==> config.mk <==
export PLATFORM = sky130hd
export DESIGN_NAME = sacl_front
export DESIGN_NICKNAME = d
export VERILOG_FILES = /design/src/hw/rtl/sacl_pkg.sv /design/src/hw/rtl/sacl_front.sv
export SDC_FILE = /design/constraint.sdc
export NUM_CORES = 1
export LEC_CHECK = 0
export BUFFER_PORTS_ARGS = -buffer_cell sky130_fd_sc_hd__buf_2
export CAP_MARGIN = 5
export CORE_ASPECT_RATIO = 1.1
export CORE_MARGIN = 5
export CORE_UTILIZATION = 43
export CTS_BUF_LIST = sky130_fd_sc_hd__clkbuf_8
export CTS_CLUSTER_SIZE = 10
export DETAILED_ROUTE_END_ITERATION = 10
export PLACE_DENSITY_LB_ADDON = 0.15
export SYNTH_ARGS = -nofsm -noshare
export SYNTH_HDL_FRONTEND = slang
export SYNTH_SLANG_ARGS = --single-unit
export TNS_END_PERCENT = 10
==> constraint.sdc <==
create_clock -name i_clk -period 2.2 [get_ports i_clk]
set_input_delay 0.22 -clock i_clk [delete_from_list [all_inputs] [get_ports i_clk]]
set_output_delay 0.22 -clock i_clk [all_outputs]
set_load 0.05 [all_outputs]
==> src/hw/rtl/sacl_pkg.sv <==
`timescale 1ns / 1ps
`default_nettype none
package sacl_pkg;

    localparam int IN_ADDR_W  = 32;
    localparam int IN_USER_W  = 1;
    localparam int WAY_OUT_W  = 2;
    localparam int SET_OUT_W  = 7;
    localparam int OUT_DATA_W = 16;

    localparam logic OP_READ  = 1'b0;
    localparam logic OP_WRITE = 1'b1;

    typedef struct packed {
        logic                 hit;
        logic [WAY_OUT_W-1:0] way_used;
        logic                 evicted;
        logic                 evicted_dirty;
        logic [SET_OUT_W-1:0] set_number;
    } t_res;

endpackage
`default_nettype wire

==> src/hw/rtl/sacl_front.sv <==
`timescale 1ns / 1ps
`default_nettype none
module sacl_front #(
    parameter int ADDR_BITS   = 32,
    parameter int OFFSET_BITS = 6,
    parameter int SET_BITS    = 7
) (
    input  wire                                          i_clk,
    input  wire                                          i_rst_n,
    input  wire                                          i_valid,
    output logic                                         o_ready,
    input  wire  [sacl_pkg::IN_ADDR_W-1:0]               i_address,
    input  wire                                          i_opcode,
    output logic                                         o_valid,
    input  wire                                          i_ready,
    output logic [ADDR_BITS-OFFSET_BITS-SET_BITS-1:0]    o_tag,
    output logic [SET_BITS-1:0]                          o_set,
    output logic                                         o_wr
);

    localparam int TAG_W = ADDR_BITS - OFFSET_BITS - SET_BITS;
    localparam int EXT_W = (ADDR_BITS > sacl_pkg::IN_ADDR_W) ? ADDR_BITS : sacl_pkg::IN_ADDR_W;

    logic [EXT_W-1:0]     addr_ext;
    logic [ADDR_BITS-1:0] addr_m;
    logic                 r_valid;
    logic [TAG_W-1:0]     r_tag;
    logic [SET_BITS-1:0]  r_set;
    logic                 r_wr;

    assign addr_ext = EXT_W'(i_address);
    assign addr_m   = addr_ext[ADDR_BITS-1:0];
    assign o_ready  = !r_valid || i_ready;

    always_ff @(posedge i_clk) begin
        if (!i_rst_n) begin
            r_valid <= 1'b0;
        end else if (o_ready) begin
            r_valid <= i_valid;
        end
    end

    always_ff @(posedge i_clk) begin
        if (o_ready && i_valid) begin
            r_tag <= addr_m[ADDR_BITS-1:OFFSET_BITS+SET_BITS];
            r_set <= addr_m[OFFSET_BITS+SET_BITS-1:OFFSET_BITS];
            r_wr  <= (i_opcode == sacl_pkg::OP_WRITE);
        end
    end

    assign o_valid = r_valid;
    assign o_tag   = r_tag;
    assign o_set   = r_set;
    assign o_wr    = r_wr;

endmodule
`default_nettype wire

==> impl_metrics.yaml <==
setup_path:
  cp_slowest_cell: "dfxtp_1"
  timing.rr.start: "o_valid"
  worst_ep_required_time_ns: 1.98
  cp-start-kind: "register"
  critPathLaunch: "o_valid"
  path_class: "register to primary output"
  cp_num_cells: 2
  arrival_ns: 0.93
  path_buf_inv: 1
  cp_cell_sequence: "nand2b_4 > buf_2"
  path_delay_family: "flip-flops"
  slowest_delay_ns: 0.34
  timing.rr.end: "o_set[2]"
  r2r_cells: 2
  ff2ff_setup_slack_ns: 1.11
  setup.worst_path.end_class: "primary output"
  cp-endpoint: "o_ready"
  cp_max_fo: 3
clock_network:
  worstSkewPairLatency_ns: 0.26
  cts_buffer_depth: 2
  cts-root-buf: "clkbuf_8"
  cts_hold_buf: 0
  cts-resized-gates: 0
  htreeDepth: 1
  tritoncts: "built"
  postCtsSetupRepairBufs: 0
  clkSinkCount: 28
  cts_made_buffers: 3
  path_clk_slew_ns: 0.08
yosys:
  synthCells: 32
  syn_area_um2: 868
  seq_area_frac_synth: 0.957
  ys_ff_latch: 28
  yosysTopAreaCellShare: 0.934
  syn_nets: 69
  yosysWarnings: 0
  ys_top_cells_by_area: "edfxtp_1 93%, dfxtp_1 2.3%, nand2b_4 1.6%, a21boi_2 1.3%, and2_4 1.0%"
  ys_types: 6
  synth.largest_area_cell: "edfxtp_1"
  avgSynthCellArea_um2: 27.1
grt:
  grt_max_degree: 28
  grt_pass1_vias: 507
  grt_antenna_before_repair: 0
  grt_pass1_wl_um: 2130
  track_usage: 0.0954
  grt-ovfl-total: 0
sta:
  hold_viol: 0
  worst_pin_slew_ns: 0.322
  hold_ws_ns: 0.130
  relSlewSlack: 0.785
  fmax_mhz: 867
  timing.final.ws_setup_ns: 1.05
  tns_ns: 0
  rsz0062_at_grt: "false"
  finalClockSkew_ns: 0.00260
  setup_viol: 0
  report.final.slew_viol_count: 0
  min_period_ns: 1.15
  post-route-period-util: 0.524
place:
  placed_cell_area_mm2: 0.00120
  placed_cells: 119
  port_buffers: 59
  gp_congestion: 0.655
  place_ws_ns: 1.08
route:
  drt-total-wl_um: 1430
  dr.pass1.iters: 3
  ant_nets: 0
  wl_per_cell_um: 11.6
  vias: 491
  drc: 0
  viasPerCell: 3.99
  dr.first_iter.drc_count: 1
finish:
  area_growth_pct: 43.2
  stdcell_count: 123
  design_area_mm2: 0.00124
  final_nets: 133
  diodes: 0
  drive_above_1_share: 0.684
  final_core_util: 0.629
floorplanning:
  die_h_um: 57.1
  start_util: 0.439
  die_area_mm2: 0.00302
  core_mm2: 0.00198
  rows: 17
  num_io_pins: 66
  die_x_um: 52.8
outcome:
  outcome: "completed"
power_and_ir_drop:
  finalPower_mw: 1.06
  clockPowerShare: 0.243
  power_frac_comb: 0.168
  power_frac_seq: 0.589
  p_int_mw: 0.787
  p_switching_mw: 0.277
  ir_worst_vdd_mv: 0.507
  powerDensity_mw_per_mm2: 856
  p_sw_frac: 0.260
  p_leak_nw: 0.545
min_path:
  min-delay-start: "i_address[16]"
  hold_path_class: "input pin to register"
run:
  drv_cap: 0
## registers in the layout (all words and copies together) (netlist names)
| register | flops |
|---|---|
| o_wr | 1 |
| o_valid | 1 |
| o_tag | 19 |
| o_set | 7 |
## worst min-delay path by stage
stage / cells past startpoint / slack [ns] / endpoint
after floorplan: 0 / 0.32 / o_set[0]
after global placement: 1 / 0.40 / o_set[0]
after detailed placement: 1 / 0.40 / o_tag[8]
after CTS: 1 / 0.12 / o_tag[8]
after global routing: 1 / 0.11 / o_tag[16]
final: 1 / 0.13 / o_tag[3]
## logic make-up (layout without fill, tap and decap cells)
| kind of cell | Yosys count | in the layout | synth area share |
|---|---|---|---|
| AOI/OAI and AO/OA | 1 | 1 | 0.0130 |
| buffers and inverters | 1 | 64 | 0.00432 |
| and+or+nand+nor | 2 | 2 | 0.0259 |
| DFF | 28 | 28 | 0.957 |
## layout make-up
class | count | area (um2)
Multi-Input combinational cell | 3 | 33.8
Sequential cell | 28 | 831
Fill cell | 164 | 734
Inverter | 1 | 3.75
Timing Repair Buffer | 59 | 295
Clock buffer | 3 | 41.3
Clock inverter | 1 | 3.75
Tap cell | 28 | 35.0
## worst reg2reg max path: stages (launching register included)
cell and delay, ns:
dfxtp_1 0.34, nand2b_4 0.08, and2_4 0.35
## power groups by stage
stage	registers (mW)	clock network [mW]	logic, mW
3_3_place_gp	0.640	0	0.181
6_report	0.627	0.259	0.179
2_1_floorplan	0.749	0	0.0174
3_5_place_dp	0.640	0	0.181
5_1_grt	0.630	0.294	0.187
4_1_cts	0.628	0.270	0.181
## placed cells by master (no fill, tap or decap)
cell / count
buf_2: 59
edfxtp_1: 27
clkbuf_8: 3
nand2b_4: 1
inv_1: 1
a21boi_2: 1
and2_4: 1
clkinv_1: 1
dfxtp_1: 1
## layer usage
layer / share of wire / wire [um] / vias to the layer above / GRT usage
li1: - / - / 248 / -
met1: 0.34 / 485 / 207 / 0.0947
met2: 0.52 / 740 / 36 / 0.176
met3: 0.14 / 200 / 0 / 0.0444
met4: 0 / 0 / 0 / 0.0219
met5: 0 / 0 / - / 0
## synth_stat cells
master,n
a21boi_2,1
dfxtp_1,1
inv_1,1
edfxtp_1,27
nand2b_4,1
and2_4,1
(Power assumes the default switching activity.)
