File: config.mk
export PLATFORM = sky130hd
export DESIGN_NAME = sacl_queue
export DESIGN_NICKNAME = d
export VERILOG_FILES = /design/src/hw/rtl/sacl_queue.sv
export SDC_FILE = /design/constraint.sdc
export NUM_CORES = 1
export LEC_CHECK = 0
export BUFFER_PORTS_ARGS = -buffer_cell sky130_fd_sc_hd__buf_4
export CORE_ASPECT_RATIO = 1.1
export CORE_MARGIN = 1
export CORE_UTILIZATION = 46
export DETAILED_ROUTE_END_ITERATION = 12
export PLACE_DENSITY = 0.76
export SETUP_SLACK_MARGIN = 0.15
export SLEW_MARGIN = 20
export SYNTH_ARGS = -nofsm -noshare
export SYNTH_HDL_FRONTEND = slang
export SYNTH_SLANG_ARGS = --single-unit
File: constraint.sdc
create_clock -name i_clk -period 1.7 [get_ports i_clk]
set_clock_uncertainty 0.15 [all_clocks]
set_input_delay 0.34 -clock i_clk [delete_from_list [all_inputs] [get_ports i_clk]]
set_output_delay 0.34 -clock i_clk [all_outputs]
set_load 0.01 [all_outputs]
File: src/hw/rtl/sacl_queue.sv
`timescale 1ns / 1ps
`default_nettype none
module sacl_queue #(
    parameter int WIDTH = 20
) (
    input  wire              i_clk,
    input  wire              i_rst_n,
    input  wire              i_push,
    input  wire  [WIDTH-1:0] i_data,
    output logic             o_ready,
    output logic             o_valid,
    input  wire              i_pop,
    output logic [WIDTH-1:0] o_data
);

    localparam int DEPTH = 2;

    logic [WIDTH-1:0] r_mem [DEPTH];
    logic             r_wr_ptr;
    logic             r_rd_ptr;
    logic [1:0]       r_count;
    logic             do_push;
    logic             do_pop;

    assign o_ready = (r_count != 2'(DEPTH));
    assign o_valid = (r_count != 2'd0);
    assign do_push = i_push && o_ready;
    assign do_pop  = i_pop && o_valid;
    assign o_data  = r_mem[r_rd_ptr];

    always_ff @(posedge i_clk) begin
        if (!i_rst_n) begin
            r_wr_ptr <= 1'b0;
            r_rd_ptr <= 1'b0;
            r_count  <= 2'd0;
        end else begin
            if (do_push) begin
                r_wr_ptr <= !r_wr_ptr;
            end
            if (do_pop) begin
                r_rd_ptr <= !r_rd_ptr;
            end
            if (do_push && !do_pop) begin
                r_count <= r_count + 2'd1;
            end else if (do_pop && !do_push) begin
                r_count <= r_count - 2'd1;
            end
        end
    end

    always_ff @(posedge i_clk) begin
        if (do_push) begin
            r_mem[r_wr_ptr] <= i_data;
        end
    end

endmodule
`default_nettype wire

==> results.md, run 1 <==
* Worst reg2reg path depth at 6
* Multi-input gate area at 465.4 um^2
* Worst r2r src: r_count[0]
* DRT Wirelength at 3.228 mm
* Max rail drop VDD at 0.0008772 V
* Max-cap violations at 0
* Die ar. at 3896 um^2
* RePlAce Congestion at 0.6372
* Worst hold path stage count at 1
* Final nets at 181
* Row cnt at 22
* Status: finished, violations left
* # IOs at 46
* RSZ-0062 raised after global routing: true
* Slew HR at 79.01%
* DRC errors left at 0
* TritonCTS clock tree: yes
* Most frequent cells in the layout: edfxtp_1, buf_4, buf_6
* First-pass GRT wire length at 4.084 mm
* Syn-to-layout area delta at 53.43%
* Synth area leaders: edfxtp_1, mux2_2, dfxtp_1
* Reg-to-reg slack, setup at 70 ps
* Clk sink count at 45
* Skew-Pair Late Insertion Delay at 330 ps
* Synth Register Bits at 45
* Largest area contributor in the netlist: edfxtp_1
* Worst Setup End Kind: primary output
* Startpoint types: flip-flop
* Longest Clk Path Bufs at 2
* Largest net degree at the start of global routing at 21
* Synth Instances at 86
* TritonCTS buffer count at 5
* Root Buffer: clkbuf_4
* F_max at 540.1 MHz
* Worst EP required at 1210 ps
* Detailed Place HPWL at 1.865 mm
* ANT nets after route at 0
* Endpoints failing setup at 20
* Layout cells sized above 1 at 56.69%
* Number of port buffers at 45
* Crit Path Category: flip-flop to primary output
* DR vias at 980
* Reg-to-reg endpoint: r_count[1]
* Initial core utilization at 49.19%
* Register area at 1313 um^2
* Number of library cell types mapped by synthesis at 19
* PnR Total Power at 3.519 mW
* Worst Tran Pin Value at 312.8 ps
* Clock transition at the registers of the reported paths at 120 ps
* Tot GR Track Use at 15.01%
* Syn. warnings at 0
* Max-slew violations at 0
* Post-synthesis sequential area ratio at 77.50%
* Worst-path maximum fanout at 5
* Routed len/inst at 15.75 um
* Initial DRT Pass Iterations at 4
* Crit path DAT at 1360 ps
* FILL cells at 221
* Die width at 59.61 um
* Hold Path End: r_mem[1][4]
* 1st-iter DRT viols at 30
* Placeable Area at 3413 um^2
* H-tree depth at 2
* Hold Crit Class: primary input to flip-flop
* Via density at 4.780
* Final hold vios at 0
* Antenna Cells at 0
* Leak at 1.019 nW
* Hold Path Origin: i_data[4]
* Worst Setup Slack, final at -151.6 ps
* Post-synth net total at 111
* Period utilization at 108.9%
* Die Ht at 65.37 um
* Commonest non-fill, non-tap cell in the layout: edfxtp_1
* Vias in the first global route at 888
* Fin util at 75.48%
* Share of the synthesized area in the top cell type at 71.54%
* Syn Area/Cell at 19.52 um^2
* Pwr dens at 1366 nW/um^2
* Initial antenna violation count at 0
* Period minus WS final at 1852 ps
* Failing checks: negative setup slack
* Mapped Area at 1679 um^2
* Total congestion overflow at 0
-- cells by family (layout without fill, tap and decap cells) --
family                   count (synthesis)  in the layout  synth area share [%]
AO/OA/AOI/OAI                            5              5                 2.086
XOR/XNOR                                 3              3                 1.565
adder cells (fa/ha/maj)                  1              1                0.7450
buffers and inverters                    3             74                0.8195
flip-flops                              45             45                 77.50
multiplexers                            20             20                 13.41
AND/OR/NAND/NOR                          9              9                 3.875
-- worst max-delay path by stage --
stage | depth (start not counted) | endpoint | from
after CTS | 3 | o_data[0] | flip-flop
final | 3 | o_data[4] | flip-flop
after global routing | 3 | o_data[4] | flip-flop
after detailed placement | 6 | r_count[1] | r_count[1]
after global placement | 4 | r_count[1] | r_count[1]
after floorplan | 6 | r_count[1] | r_count[0]
-- sequential cells by signal, summed over array words and instances (netlist names), named ones only --
register / flops
r_wr_ptr: 1
r_count: 2
r_rd_ptr: 1
r_mem: 40
-- report_power, final --
part / switching [mW] / leakage, nW / internal (mW)
Sequential: 0.0966 / 0.417 / 1.40
Combinational: 0.516 / 0.562 / 0.892
Clock: 0.303 / 0.0399 / 0.306
Total: 0.916 / 1.02 / 2.60
-- worst max-delay path: stages (launching register included) --
cell,delay (ps)
dfxtp_4,430
clkbuf_16,170
mux2_4,310
buf_6,120
-- what timing repair did --
item / 4_1_cts / 5_1_grt
setup endpoints to repair: 23 / 23
buffers inserted: 0 / 1
resized for setup: 9 / 43
hold endpoints to repair: 0 / 23
hold buffers: 0 / 12
gates cloned: 0 / 2
pin swaps: 1 / 0
-- metrics by stage --
step	TNS [ps]	cells	worst slack [ps]	hold WS, ps	area (um^2)
5_1_grt	-3828	205	-210.5	-1.052	2576
3_5_place_dp	0	182	64.95	379.2	2135
3_3_place_gp	0	182	147.1	375.2	2135
6_report	-2661	205	-151.6	28.50	2576
2_1_floorplan	0	86	157.5	288.9	1697
4_1_cts	-2851	190	-155.1	6.914	2235
-- cell type report --
class / count / area share (%)
clock buffer: 6 / 1.603
clock inverter: 2 / 1.311
inverter: 1 / 0.1457
multi-input combinational: 38 / 18.07
sequential: 45 / 50.95
tap: 48 / 2.331
timing repair buffer: 65 / 25.59
-- routing by layer --
layer / track usage (%) / wire (um)
met1: 17.18 / 1242
met2: 24.58 / 1809
met3: 4.528 / 126
met4: 8.721 / 50
met5: 0 / 0
-- synthesized netlist by cell type (all sizes together) --
cell type	number
nand2b	1
or3	1
edfxtp	40
o21ai	2
a21bo	1
and2	4
or2	1
xor2	1
buf	2
dfxtp	5
nand3b	1
xnor2	2
mux2	20
and3	1
a21boi	2
ha	1
inv	1
No activity file was read; power rests on OpenSTA's default activity.
==> run 2, diff against run 1 <==
--- a/config.mk
+++ b/config.mk
@@ -6,9 +6,11 @@
 export NUM_CORES = 1
 export LEC_CHECK = 0
 export BUFFER_PORTS_ARGS = -buffer_cell sky130_fd_sc_hd__buf_4
+export CELL_PAD_IN_SITES_DETAIL_PLACEMENT = 0
+export CELL_PAD_IN_SITES_GLOBAL_PLACEMENT = 1
 export CORE_ASPECT_RATIO = 1.1
 export CORE_MARGIN = 1
-export CORE_UTILIZATION = 46
+export CORE_UTILIZATION = 38
 export DETAILED_ROUTE_END_ITERATION = 12
 export PLACE_DENSITY = 0.76
 export SETUP_SLACK_MARGIN = 0.15
==> run 2 against run 1 <==
The flow still finishes with violations (negative setup slack). Worst hold slack better by 54 ps. Clock-buffer cell count down 1. Non-clock buffer count down 12. Flip-flop and latch count unchanged. Register-to-register slack about the same. Final cell count down 3.9%. Core utilization down 16 points. Sequential share of layout area up 2.7 points. Highest routed layer unchanged.
==> results.md, run 2 (synthesis results as in run 1) <==
* Endpoints failing setup at 20 (unchanged)
* Worst Tran Pin Value at 226.9 ps (-85.94 ps)
* Longest Clk Path Bufs at 2 (unchanged)
* ANT nets after route at 0 (unchanged)
* Layout cells sized above 1 at 61.38% (+4.7 points)
* Die width at 65.38 um (+9.7%)
* Critical path's slowest cell: dfxtp_4
* Slew HR at 84.87% (+5.9 points)
* Worst EP required at 1210 ps (about the same)
* Crit Path Category: flip-flop to primary output
* Worst-path maximum fanout at 8 (+3)
* Sw Share at 26.43% (+0.39 points)
* Vias in the first global route at 1035 (+17%)
* Internal Power at 2.534 mW (-2.7%)
* Tot GR Track Use at 14.82% (-0.19 points)
* DRT Wirelength at 2.979 mm (-7.7%)
* Antenna Cells at 0 (unchanged)
* Cell count after placement at 186 (+2.2%)
* Initial DRT Pass Iterations at 3 (-1)
* Skew-Pair Late Insertion Delay at 280 ps (-50 ps)
* Hold Buf Count CTS at 0 (unchanged)
* # IOs at 46 (unchanged)
* DR vias at 930 (-5.1%)
* Die ar. at 4689 um^2 (+20%)
* F_max at 570.7 MHz (+5.7%)
* H-tree depth at 2 (unchanged)
* Final std cells w/o fill at 197 (-3.9%)
* Die Ht at 71.72 um (+9.7%)
* Routed wl met3 at 134 um (+6.3%)
* Met2 WL at 1.668 mm (-7.8%)
* Combinational share of power at 39.5% (-0.5 points)
* RePlAce Congestion at 0.6175 (-3.1%)
* Failing checks: negative setup slack
* Number of port buffers at 45 (unchanged)
* TritonCTS buffer count at 5 (unchanged)
* Crit path cell chain: buf_12 -> mux2_4 -> buf_6
* 1st-iter DRT viols at 32 (+6.7%)
* Initial core utilization at 41.12% (-8.1 points)
* Startpoint types: flip-flop
* Post-DP Area at 2140 um^2 (+0.23%)
* Pwr dens at 1407 nW/um^2 (+3.0%)
* Status: finished, violations left
* Largest Register: r_mem
* Via density at 4.721 (-1.2%)
* Crit path DAT at 1260 ps (-100 ps)
* Clk pwr share at 17.1% (-0.2 points)
* First-pass GRT wire length at 4.919 mm (+20%)
* Slowest cell delay on critical path at 390 ps (-40 ps)
* Final hold vios at 0 (unchanged)
* Period utilization at 103.1% (-5.8 points)
* Period minus WS final at 1752 ps (-99.28 ps)
* Max-slew violations at 0 (unchanged)
* Hold Crit Class: primary input to flip-flop
* Placeable Area at 4084 um^2 (+20%)
* TritonCTS clock tree: yes
* Final instance area at 2449 um^2 (-5.0%)
* Most frequent cells in the layout: edfxtp_1, buf_4, buf_6
* RSZ-0062 raised after global routing: true
* Commonest non-fill, non-tap cell in the layout: edfxtp_1
* Max-cap violations at 0 (unchanged)
* Initial antenna violation count at 0 (unchanged)
* Row cnt at 24 (+9.1%)
* Detailed Place HPWL at 1.972 mm (+5.7%)
* Switching power total at 0.9102 mW (-0.68%)
* Largest net degree at the start of global routing at 21 (unchanged)
* Top layer in use: met4
* Clock transition at the registers of the reported paths at 80 ps (-40 ps)
* Root Buffer: clkbuf_8
* Final nets at 169 (-6.6%)
* Sequential share of power at 43.4% (+0.7 points)
* Met1 WL at 1.128 mm (-9.2%)
* Leak at 0.9672 nW (-5.0%)
* Clk sink count at 45 (unchanged)
* Max rail drop VDD at 0.0007177 V (-18%)
* Worst Setup Slack, final at -52.35 ps (+99.28 ps)
* Syn-to-layout area delta at 45.83%
* Routed len/inst at 15.12 um (-4.0%)
* Worst Setup End Kind: primary output
* Largest regs: r_mem (40), r_count (2)
* Total congestion overflow at 0 (unchanged)
* Max FFs per register at 40 (unchanged)
* DRC errors left at 0 (unchanged)
==> run 2: critical path: cells and delay by family, from the launching register on <==
family,cells,cell delay [ps]
DFF,1,390
muxes,1,320
buffers and inverters,2,260
==> run 2: final cells by class <==
class,instances,area (um^2)
well taps,52,65.06
flip-flops and latches,45,1313
fillers,338,1635
clock inverters,3,12.51
inverters,1,3.754
clock buffers,5,68.82
multi-input cells,38,461.7
repair buffers,53,524.3
==> run 2: power by group through the flow <==
stage | sequential (mW) | clock, mW | combinational [mW]
after floorplan | 1.46 | 0 | 0.573
after global placement | 1.47 | 0 | 0.980
after detailed placement | 1.48 | 0 | 1.01
after CTS | 1.49 | 0.624 | 1.36
after global routing | 1.51 | 0.668 | 1.46
final | 1.49 | 0.590 | 1.36
==> run 2: through the flow <==
| stage | hold WS [ps] | utilization [%] | TNS [ps] | setup slack [ps] | power, mW |
|---|---|---|---|---|---|
| after CTS | 68.20 | 59.74 | -1306 | -80.93 | 3.473 |
| after global routing | 61.21 | 59.96 | -1852 | -102.9 | 3.637 |
| after detailed placement | 377.5 | 52.39 | 0 | 100.8 | 2.488 |
| final | 82.66 | 59.96 | -760.2 | -52.35 | 3.444 |
| after floorplan | 288.9 | - | 0 | 157.5 | 2.034 |
| after global placement | 375.9 | 52.39 | 0 | 147.4 | 2.448 |
==> run 2: final timing paths <==
| path | cells past startpoint | startpoint | slack, ps | end |
|---|---|---|---|---|
| hold reg to reg | 2 | r_count[1] | 410 | r_count[1] |
| setup reg to reg | 6 | r_count[0] | 80 | r_count[1] |
| setup / recovery | 3 | flip-flop | -50 | o_data[4] |
| hold / removal | 1 | i_data[0] | 80 | r_mem[1][0] |
==> run 2: timing repair <==
| action | in CTS | in global routing |
|---|---|---|
| pin swaps | 1 | 1 |
| setup endpoints to repair | 22 | 22 |
| resized for setup | 56 | 2 |
| setup buffers | 2 | 0 |
| endpoints found under the hold margin | 0 | 0 |
| gates cloned | 1 | 0 |
==> run 2: routing by layer <==
layer	global-route usage [%]	up-vias
met5	0	-
li1	-	444
met3	4.936	6
met2	26.12	22
met1	16.29	458
met4	5.797	0
